--- config.mk ---
export PLATFORM = sky130hd
export DESIGN_NAME = safety_interlock_heartbeat_flat
export DESIGN_NICKNAME = d
export VERILOG_FILES = /design/src/sv/shi_pkg.sv /design/src/sv/shi_ifs.sv /design/src/sv/shi_in_reg.sv /design/src/sv/shi_eval.sv /design/src/sv/safety_interlock_heartbeat.sv /design/src/flat_wrapper.sv
export SDC_FILE = /design/constraint.sdc
export NUM_CORES = 1
export LEC_CHECK = 0
export BUFFER_PORTS_ARGS = -buffer_cell sky130_fd_sc_hd__buf_2
export CAP_MARGIN = 20
export CORE_ASPECT_RATIO = 1.4
export CORE_MARGIN = 5
export CORE_UTILIZATION = 45
export DETAILED_ROUTE_END_ITERATION = 8
export PLACE_DENSITY = 0.6
export SETUP_SLACK_MARGIN = 0.3
export SYNTH_ARGS = -nofsm -noshare
export SYNTH_HDL_FRONTEND = slang
export SYNTH_HIERARCHICAL = 1
export SYNTH_SLANG_ARGS = --single-unit
--- constraint.sdc ---
create_clock -name clk -period 7.8 [get_ports clk]
set_input_delay 1.17 -clock clk [delete_from_list [all_inputs] [get_ports clk]]
set_output_delay 1.17 -clock clk [all_outputs]
set_load 0.1 [all_outputs]
--- src/sv/shi_pkg.sv ---
// shared types and constants for the safety interlock heartbeat block
`timescale 1ns / 1ps
`default_nettype none
package shi_pkg;

  localparam int unsigned CFG_W     = 16;
  localparam int unsigned CFG_IDX_W = 2;
  localparam int unsigned TIME_W    = 32;

  // register indexes of the configuration port
  localparam logic [CFG_IDX_W-1:0] CFG_IDX_MAX_LATENCY   = 2'd0;
  localparam logic [CFG_IDX_W-1:0] CFG_IDX_MAX_SILENCE   = 2'd1;
  localparam logic [CFG_IDX_W-1:0] CFG_IDX_SEND_INTERVAL = 2'd2;

  localparam logic [CFG_W-1:0] MAX_LATENCY_RST   = 16'd50;
  localparam logic [CFG_W-1:0] MAX_SILENCE_RST   = 16'd500;
  localparam logic [CFG_W-1:0] SEND_INTERVAL_RST = 16'd100;

  typedef enum logic [1:0] {
    SEND_NONE    = 2'd0,
    SEND_STARTED = 2'd1,
    SEND_GO      = 2'd2,
    SEND_STOP    = 2'd3
  } send_code_t;

  typedef enum logic [1:0] {
    PH_SEND = 2'd0,
    PH_WAIT = 2'd1,
    PH_RUN  = 2'd2
  } phase_t;

  typedef struct packed {
    logic [CFG_W-1:0] max_latency_ms;
    logic [CFG_W-1:0] max_silence_ms;
    logic [CFG_W-1:0] send_interval_ms;
  } cfg_t;

  typedef struct packed {
    logic ms_tick;
    logic estop_active;
    logic motor_fault_active;
    logic button_edge;
    logic confirm_received;
  } in_item_t;

  typedef struct packed {
    logic              drive_enable;
    send_code_t        send_code;
    logic              run_on;
    logic              startup_done;
    logic [TIME_W-1:0] latency_ms;
  } out_item_t;

endpackage
`default_nettype wire

--- src/sv/shi_ifs.sv ---
// request and result channel interfaces
`timescale 1ns / 1ps
`default_nettype none
interface shi_in_if;
  logic valid;
  logic ready;
  logic ms_tick;
  logic estop_active;
  logic motor_fault_active;
  logic button_edge;
  logic confirm_received;

  modport source (output valid, output ms_tick, output estop_active,
                  output motor_fault_active, output button_edge,
                  output confirm_received, input ready);
  modport sink   (input valid, input ms_tick, input estop_active,
                  input motor_fault_active, input button_edge,
                  input confirm_received, output ready);
endinterface

interface shi_out_if;
  logic        valid;
  logic        ready;
  logic        drive_enable;
  logic [1:0]  send_code;
  logic        run_on;
  logic        startup_done;
  logic [31:0] latency_ms;

  modport source (output valid, output drive_enable, output send_code,
                  output run_on, output startup_done, output latency_ms,
                  input ready);
  modport sink   (input valid, input drive_enable, input send_code,
                  input run_on, input startup_done, input latency_ms,
                  output ready);
endinterface
`default_nettype wire

--- src/sv/shi_in_reg.sv ---
// input register stage holding one request
`timescale 1ns / 1ps
`default_nettype none
module shi_in_reg
  import shi_pkg::*;
(
  input  wire logic     clk,
  input  wire logic     rst_n,
  input  wire logic     in_valid,
  output logic          in_ready,
  input  wire in_item_t in_item,
  input  wire logic     advance,
  output logic          stage_valid,
  output in_item_t      stage_item
);

  logic     valid_r;
  logic     valid_nxt;
  in_item_t item_r;
  logic     take;

  assign in_ready = !valid_r || advance;
  assign take     = in_valid && in_ready;

  always_comb begin
    valid_nxt = valid_r;
    if (take) begin
      valid_nxt = 1'b1;
    end else if (advance) begin
      valid_nxt = 1'b0;
    end
  end

  always_ff @(posedge clk) begin
    if (!rst_n) begin
      valid_r <= 1'b0;
    end else begin
      valid_r <= valid_nxt;
    end
  end

  always_ff @(posedge clk) begin
    if (take) begin
      item_r <= in_item;
    end
  end

  assign stage_valid = valid_r;
  assign stage_item  = item_r;

endmodule
`default_nettype wire

--- src/sv/shi_eval.sv ---
// one evaluation pass: handshake phases, run toggle, drive and heartbeat pacing
`timescale 1ns / 1ps
`default_nettype none
module shi_eval
  import shi_pkg::*;
(
  input  wire logic     clk,
  input  wire logic     rst_n,
  input  wire logic     fire,
  input  wire in_item_t item,
  input  wire cfg_t     cfg,
  output out_item_t     result
);

  phase_t            phase_r, phase_nxt;
  logic [TIME_W-1:0] now_r, now_nxt;
  logic [TIME_W-1:0] sent_r, sent_nxt;
  logic [TIME_W-1:0] recv_r, recv_nxt;
  logic [TIME_W-1:0] lat_r, lat_nxt;
  logic              run_r, run_nxt;

  logic [TIME_W-1:0] d_sent;
  logic [TIME_W-1:0] d_recv;
  logic [TIME_W-1:0] lat_lim;
  logic [TIME_W-1:0] sil_lim;
  logic [TIME_W-1:0] int_lim;
  logic              run_tog;
  logic              lat_ok;
  logic              sil_ok;
  logic              drive;
  send_code_t        code;

  always_comb begin
    now_nxt = now_r + TIME_W'(item.ms_tick);
    d_sent  = now_nxt - sent_r;
    d_recv  = now_nxt - recv_r;
    lat_lim = TIME_W'(cfg.max_latency_ms);
    sil_lim = TIME_W'(cfg.max_silence_ms);
    int_lim = TIME_W'(cfg.send_interval_ms);

    phase_nxt = phase_r;
    sent_nxt  = sent_r;
    recv_nxt  = recv_r;
    lat_nxt   = lat_r;
    run_nxt   = run_r;
    code      = SEND_NONE;
    drive     = 1'b0;
    run_tog   = run_r ^ (item.button_edge && !item.estop_active);
    // a confirmation in this pass replaces the stored latency before the check
    lat_ok    = item.confirm_received ? (d_sent <= lat_lim) : (lat_r <= lat_lim);
    sil_ok    = item.confirm_received || (d_recv <= sil_lim);

    unique case (phase_r)
      PH_SEND: begin
        code      = SEND_STARTED;
        sent_nxt  = now_nxt;
        phase_nxt = PH_WAIT;
      end
      PH_WAIT: begin
        if (item.confirm_received || (d_sent > sil_lim)) begin
          lat_nxt = d_sent;
          if (d_sent > lat_lim) begin
            code     = SEND_STARTED;
            sent_nxt = now_nxt;
          end else begin
            phase_nxt = PH_RUN;
          end
        end
      end
      default: begin
        if (item.confirm_received) begin
          recv_nxt = now_nxt;
          lat_nxt  = d_sent;
        end
        if (!item.estop_active && !item.motor_fault_active && lat_ok && sil_ok &&
            run_tog) begin
          drive   = 1'b1;
          run_nxt = run_tog;
          if (d_sent >= int_lim) begin
            code     = SEND_GO;
            sent_nxt = now_nxt;
          end
        end else begin
          run_nxt = 1'b0;
          if (d_sent > int_lim) begin
            code     = SEND_STOP;
            sent_nxt = now_nxt;
          end
        end
      end
    endcase

    result.drive_enable = drive;
    result.send_code    = code;
    result.run_on       = run_nxt;
    result.startup_done = (phase_nxt != PH_SEND) && (phase_nxt != PH_WAIT);
    result.latency_ms   = lat_nxt;
  end

  always_ff @(posedge clk) begin
    if (!rst_n) begin
      phase_r <= PH_SEND;
      now_r   <= '0;
      sent_r  <= '0;
      recv_r  <= '0;
      lat_r   <= '0;
      run_r   <= 1'b0;
    end else if (fire) begin
      phase_r <= phase_nxt;
      now_r   <= now_nxt;
      sent_r  <= sent_nxt;
      recv_r  <= recv_nxt;
      lat_r   <= lat_nxt;
      run_r   <= run_nxt;
    end
  end

endmodule
`default_nettype wire

--- src/sv/safety_interlock_heartbeat.sv ---
// safety interlock heartbeat: top level with config registers and result register
// an accepted request waits in the input register, and its result is then loaded into the result register
// throughput: one request per cycle; a held result register stalls the input register
// the pass is one stage of wrapping subtracts and compares on the state registers
// reset (synchronous, rst_n low): time, handshake phase, run and latency state cleared,
// config registers back to 50 / 500 / 100 ms, both channels empty
`timescale 1ns / 1ps
`default_nettype none
module safety_interlock_heartbeat
  import shi_pkg::*;
(
  input  wire logic                 clk,
  input  wire logic                 rst_n,
  input  wire logic                 cfg_we,
  input  wire logic [CFG_IDX_W-1:0] cfg_index,
  input  wire logic [CFG_W-1:0]     cfg_wdata,
  shi_in_if.sink                    in_ch,
  shi_out_if.source                 out_ch
);

  cfg_t      cfg_r;
  in_item_t  in_item;
  in_item_t  stage_item;
  logic      stage_valid;
  logic      advance;
  logic      in_ready;
  out_item_t result;
  out_item_t out_r;
  logic      out_valid_r;

  always_ff @(posedge clk) begin
    if (!rst_n) begin
      cfg_r.max_latency_ms   <= MAX_LATENCY_RST;
      cfg_r.max_silence_ms   <= MAX_SILENCE_RST;
      cfg_r.send_interval_ms <= SEND_INTERVAL_RST;
    end else if (cfg_we) begin
      unique case (cfg_index)
        CFG_IDX_MAX_LATENCY:   cfg_r.max_latency_ms   <= cfg_wdata;
        CFG_IDX_MAX_SILENCE:   cfg_r.max_silence_ms   <= cfg_wdata;
        CFG_IDX_SEND_INTERVAL: cfg_r.send_interval_ms <= cfg_wdata;
        default: ;
      endcase
    end
  end

  assign in_item.ms_tick            = in_ch.ms_tick;
  assign in_item.estop_active       = in_ch.estop_active;
  assign in_item.motor_fault_active = in_ch.motor_fault_active;
  assign in_item.button_edge        = in_ch.button_edge;
  assign in_item.confirm_received   = in_ch.confirm_received;
  assign in_ch.ready                = in_ready;

  // request moves on when the result register is empty or being drained
  assign advance = stage_valid && (!out_valid_r || out_ch.ready);

  shi_in_reg u_in_reg (
    .clk         (clk),
    .rst_n       (rst_n),
    .in_valid    (in_ch.valid),
    .in_ready    (in_ready),
    .in_item     (in_item),
    .advance     (advance),
    .stage_valid (stage_valid),
    .stage_item  (stage_item)
  );

  shi_eval u_eval (
    .clk    (clk),
    .rst_n  (rst_n),
    .fire   (advance),
    .item   (stage_item),
    .cfg    (cfg_r),
    .result (result)
  );

  always_ff @(posedge clk) begin
    if (!rst_n) begin
      out_valid_r <= 1'b0;
    end else if (advance) begin
      out_valid_r <= 1'b1;
    end else if (out_ch.ready) begin
      out_valid_r <= 1'b0;
    end
  end

  always_ff @(posedge clk) begin
    if (advance) begin
      out_r <= result;
    end
  end

  assign out_ch.valid        = out_valid_r;
  assign out_ch.drive_enable = out_r.drive_enable;
  assign out_ch.send_code    = 2'(out_r.send_code);
  assign out_ch.run_on       = out_r.run_on;
  assign out_ch.startup_done = out_r.startup_done;
  assign out_ch.latency_ms   = out_r.latency_ms;

  a_drive_needs_startup: assert property (@(posedge clk) disable iff (!rst_n)
    out_ch.valid && out_ch.drive_enable |-> out_ch.startup_done && out_ch.run_on)
    else $error("drive enabled before startup or with run off");

  a_run_off_in_startup: assert property (@(posedge clk) disable iff (!rst_n)
    out_ch.valid && !out_ch.startup_done |-> !out_ch.run_on && !out_ch.drive_enable)
    else $error("run set during startup handshake");

  a_go_only_enabled: assert property (@(posedge clk) disable iff (!rst_n)
    out_ch.valid && (out_ch.send_code == SEND_GO) |-> out_ch.drive_enable)
    else $error("go message while drive disabled");

  a_stop_only_disabled: assert property (@(posedge clk) disable iff (!rst_n)
    out_ch.valid && (out_ch.send_code == SEND_STOP) |-> !out_ch.drive_enable)
    else $error("stop message while drive enabled");

  a_stage_holds: assert property (@(posedge clk) disable iff (!rst_n)
    stage_valid && !advance |=> stage_valid && $stable(stage_item))
    else $error("held request lost or changed in input stage");

endmodule
`default_nettype wire
--- src/flat_wrapper.sv ---
// flat-port wrapper written by rule: the top's interface ports become plain ports
module safety_interlock_heartbeat_flat import shi_pkg::*;
  (clk, rst_n, cfg_we, cfg_index, cfg_wdata, in_ch_valid, in_ch_ms_tick, in_ch_estop_active, in_ch_motor_fault_active, in_ch_button_edge, in_ch_confirm_received, in_ch_ready, out_ch_valid, out_ch_drive_enable, out_ch_send_code, out_ch_run_on, out_ch_startup_done, out_ch_latency_ms, out_ch_ready);
  shi_in_if in_ch_i ();
  shi_out_if out_ch_i ();
  input  wire logic clk;
  input  wire logic rst_n;
  input  wire logic cfg_we;
  input  wire logic [CFG_IDX_W-1:0] cfg_index;
  input  wire logic [CFG_W-1:0] cfg_wdata;
  input wire logic [$bits(in_ch_i.valid)-1:0] in_ch_valid;
  input wire logic [$bits(in_ch_i.ms_tick)-1:0] in_ch_ms_tick;
  input wire logic [$bits(in_ch_i.estop_active)-1:0] in_ch_estop_active;
  input wire logic [$bits(in_ch_i.motor_fault_active)-1:0] in_ch_motor_fault_active;
  input wire logic [$bits(in_ch_i.button_edge)-1:0] in_ch_button_edge;
  input wire logic [$bits(in_ch_i.confirm_received)-1:0] in_ch_confirm_received;
  output wire logic [$bits(in_ch_i.ready)-1:0] in_ch_ready;
  output wire logic [$bits(out_ch_i.valid)-1:0] out_ch_valid;
  output wire logic [$bits(out_ch_i.drive_enable)-1:0] out_ch_drive_enable;
  output wire logic [$bits(out_ch_i.send_code)-1:0] out_ch_send_code;
  output wire logic [$bits(out_ch_i.run_on)-1:0] out_ch_run_on;
  output wire logic [$bits(out_ch_i.startup_done)-1:0] out_ch_startup_done;
  output wire logic [$bits(out_ch_i.latency_ms)-1:0] out_ch_latency_ms;
  input wire logic [$bits(out_ch_i.ready)-1:0] out_ch_ready;
  assign in_ch_i.valid = in_ch_valid;
  assign in_ch_i.ms_tick = in_ch_ms_tick;
  assign in_ch_i.estop_active = in_ch_estop_active;
  assign in_ch_i.motor_fault_active = in_ch_motor_fault_active;
  assign in_ch_i.button_edge = in_ch_button_edge;
  assign in_ch_i.confirm_received = in_ch_confirm_received;
  assign in_ch_ready = in_ch_i.ready;
  assign out_ch_valid = out_ch_i.valid;
  assign out_ch_drive_enable = out_ch_i.drive_enable;
  assign out_ch_send_code = out_ch_i.send_code;
  assign out_ch_run_on = out_ch_i.run_on;
  assign out_ch_startup_done = out_ch_i.startup_done;
  assign out_ch_latency_ms = out_ch_i.latency_ms;
  assign out_ch_i.ready = out_ch_ready;
  safety_interlock_heartbeat u_core (.clk(clk), .rst_n(rst_n), .cfg_we(cfg_we), .cfg_index(cfg_index), .cfg_wdata(cfg_wdata), .in_ch(in_ch_i), .out_ch(out_ch_i));
endmodule
==> flow_summary_export.csv <==
group,metric,value,unit
synthesis,synth_area_leader_cell,"dfxtp_1",
placed_design,dp_hpwl,36.47,mm
timing,min_period_over_period,90.24,%
finish,drive_gt1_share,11.26,%
global_route,antenna_found_initial,0,
detailed_routing,firstDrtPassIters,5,
worst_setup_path,r2r_cells,24,
placed_design,finalWeightedCongestion,0.9327,
clock_network,clock_sink_count,223,
placed_design,dp.cells,2324,
power,pwr-share-seq,39.2,%
floorplanning,die_w,167.6,um
synthesis,synthArstFlopShare,0,%
finish,final_cell_mix,"nand2_1, dfxtp_1, ha_1",
floorplanning,core,34230,um^2
clock_network,root_buffer,"clkbuf_16",
detailed_routing,avgRoutedWirePerCell,20.04,um
synthesis,yosysWarnings,6,
power,power_leakage,0.007356,uW
synthesis,seq_area_frac_synth,31.23,%
synthesis,netlist.area_leader.share,23.17,%
finish,final_common_cell,"nand2_1",
synthesis,synthCells,1870,
timing,tns,0,ns
synthesis,synth_cell_types,82,
timing,max_slew.worst_pin.slew,0.9821,ns
power,swShare,33.62,%
worst_setup_path,cp.buffers_inverters,0,
min_path,hold_class,"reg -> reg",
synthesis,synth-edff-count,42,
worst_setup_path,cp_num_cells,24,
timing,finalHoldViolations,0,
global_route,grt_pass1_vias,13350,
global_route,grt_pass1_wl,74.48,mm
synthesis,synth-main-ff-cell,"dfxtp_1",
global_route,track_usage,23.83,%
timing,drv_slew,0,
timing,post-route-min-period,7.039,ns
clock_network,clock_path_buffers,3,
detailed_routing,vias,13800,
min_path,min_path_cells,2,
global_route,grt_start_max_net_pins,76,
finish,nets,2076,
timing,relSlewSlack,34.31,%
worst_setup_path,worstPathArrival,7.43,ns
floorplanning,io_pins,67,
timing,setup_viol,0,
power,finalPower,3189,uW
worst_setup_path,slowest_delay,0.64,ns
clock_network,cts_buffers,25,
worst_setup_path,cp_max_fo,34,
clock_network,cts.clk_slew.worst_paths,0.06,ns
power,switching_power,1072,uW
floorplanning,rows,80,
synthesis,ys_ff_latch,223,
synthesis,post_synth.cell_area_avg,8.364,um^2
power,power_density,185.7,nW/um^2
finish,synthToLayoutAreaGrowth,9.807,%
synthesis,syn_nets,2045,
worst_setup_path,crit_chain,"ha_1 -> ha_1 -> and3_1 -> and3_1 -> and3_1 -> xor2_1 -> ha_1 -> and3_1 -> nand4_1 -> a21oi_1 -> or2_2 -> a21oi_1 -> xnor2_1 -> ha_1 -> nand4_1 -> nor3_1 -> a21oi_1 -> or4_1 -> nor4b_2 -> nand4b_1 -> or4_4 -> o32a_4 -> a211oi_2 -> a211oi_2",
worst_setup_path,cpMaxStageDelayCell,"o32a_4",
detailed_routing,detail-route-antenna-nets,0,
worst_setup_path,cpLargestDelayFamily,"simple AND/OR/NAND/NOR gates",
synthesis,syn_area,15640,um^2
floorplanning,initial_core_util,45.69,%
global_route,grt_remaining_overflow,0,
worst_setup_path,start_kind,"flip-flop",
timing,skew,0.01334,ns
clock_network,tritoncts,"built",
worst_setup_path,path_class,"reg -> reg",
placed_design,io_buffers,66,
finish,layoutNonFillerInstCount,2370,
floorplanning,die_y,230.6,um
run,maxCapViolCount,0,
clock_network,cts_setup_buffers,0,
detailed_routing,drc,0,
clock_network,postCtsResizedCells,0,
timing,rsz0062_at_grt,"no",
status,status,"finished clean",
synthesis,synthTopCellsByArea,"dfxtp_1, ha_1, edfxtp_1, nand2_1, a21oi_1",
power,clock_power_share,35.8,%
worst_setup_path,cp.required,8.20,ns
worst_setup_path,worst_setup_path_end_kind,"flip-flop",
floorplanning,dieArea,38640,um^2
timing,fmax,142.1,MHz
power,vdd_drop_max,0.0001515,V
power,internal_power,2117,uW
detailed_routing,initialDrtViolationCount,865,
clock_network,htreeDepth,1,
clock_network,clk_latency,0.54,ns
finish,diodes,0,
detailed_routing,drt-total-wl,47.50,mm
power,power_frac_comb,25.0,%
clock_network,holdBufCountCts,0,
detailed_routing,viasPerCell,5.824,
[registers in the layout, indices dropped and copies added (netlist names), 2 cells and up]
register                    count
u_core/out_ch.send_code         2
u_core/u_in_reg/stage_item      5
u_core/u_eval/sent_r           32
u_core/u_eval/now_r            32
u_core/u_eval/recv_r           32
u_core/out_ch.latency_ms       32
u_core/cfg_r                   48
u_core/u_eval/phase_r           2
u_core/u_eval/lat_r            32
[final timing paths]
check / from / to / slack [ns]
worst max-delay path: u_core/u_in_reg/stage_item[4]$_DFFE_PP_ / u_core/u_eval/sent_r[25]$_SDFFE_PN0P_ / 0.76
worst min-delay path: u_core/u_eval/recv_r[0]$_SDFFE_PN0P_ / u_core/u_eval/recv_r[0]$_SDFFE_PN0P_ / 0.46
worst min register to register: u_core/u_eval/recv_r[0]$_SDFFE_PN0P_ / u_core/u_eval/recv_r[0]$_SDFFE_PN0P_ / 0.46
worst max register to register: u_core/u_in_reg/stage_item[4]$_DFFE_PP_ / u_core/u_eval/sent_r[25]$_SDFFE_PN0P_ / 0.76
[power by group through the flow]
stage	clock, uW	sequential (uW)	combinational [uW]
3_5_place_dp	0	1270	785
4_1_cts	1170	1250	790
5_1_grt	1220	1250	861
6_report	1140	1250	797
2_1_floorplan	0	1380	451
3_3_place_gp	0	1270	771
[logic make-up after synthesis]
family,share of synthesized area [%]
AO/OA/AOI/OAI,20.71
XOR/XNOR,5.376
adder cells (fa/ha/maj),11.86
buffers and inverters,6.168
flip-flops,31.23
multiplexers,4.840
AND/OR/NAND/NOR,19.82
[tightest hold or removal path, stage by stage, from the launching register on]
cell	delay, ns
dfxtp_1	0.31
nand2_1	0.05
a21oi_1	0.05
[synth_stat cells (27+ instances only)]
cell,count
nand4_1,47
a21oi_1,113
a211oi_1,73
edfxtp_1,42
xor2_1,55
mux2i_1,52
dfxtp_1,181
nor3_1,27
nor2_1,128
nand2_1,218
o21ai_0,94
xnor2_1,41
inv_1,134
ha_1,145
a211oi_2,35
clkbuf_1,67
nand3_1,68
nor2b_1,32
[through the flow]
| step | utilization [%] | cell area, um^2 | setup WS (ns) | hold slack, ns |
|---|---|---|---|---|
| global placement | 47.78 | 16360 | 0.6834 | 0.4437 |
| CTS | 50.07 | 17140 | 0.5826 | 0.4607 |
| finish | 50.17 | 17180 | 0.7613 | 0.4581 |
| detailed placement | 47.78 | 16360 | 0.6078 | 0.4481 |
| floorplan | - | 15640 | 1.564 | 0.4347 |
| global route | 50.17 | 17180 | 0.3290 | 0.4768 |
[area by class of cell]
cell class	count	area, um^2
clock buffers	34	710.7
clock inverters	11	73.82
fillers	3350	17060
inverters	135	508.0
multi-input cells	1418	9841
flip-flops and latches	223	4885
well taps	451	564.3
repair buffers	98	593.1
[routing by layer]
| metal | share of wire (%) | global-route usage [%] | up-vias |
|---|---|---|---|
| li1 | - | - | 6800 |
| met2 | 48 | 41.99 | 382 |
| met1 | 41 | 28.68 | 6508 |
| met3 | 4.0 | 2.002 | 114 |
| met5 | 0 | 0 | - |
| met4 | 6.4 | 12.89 | 0 |
(Power assumes the default switching activity.)
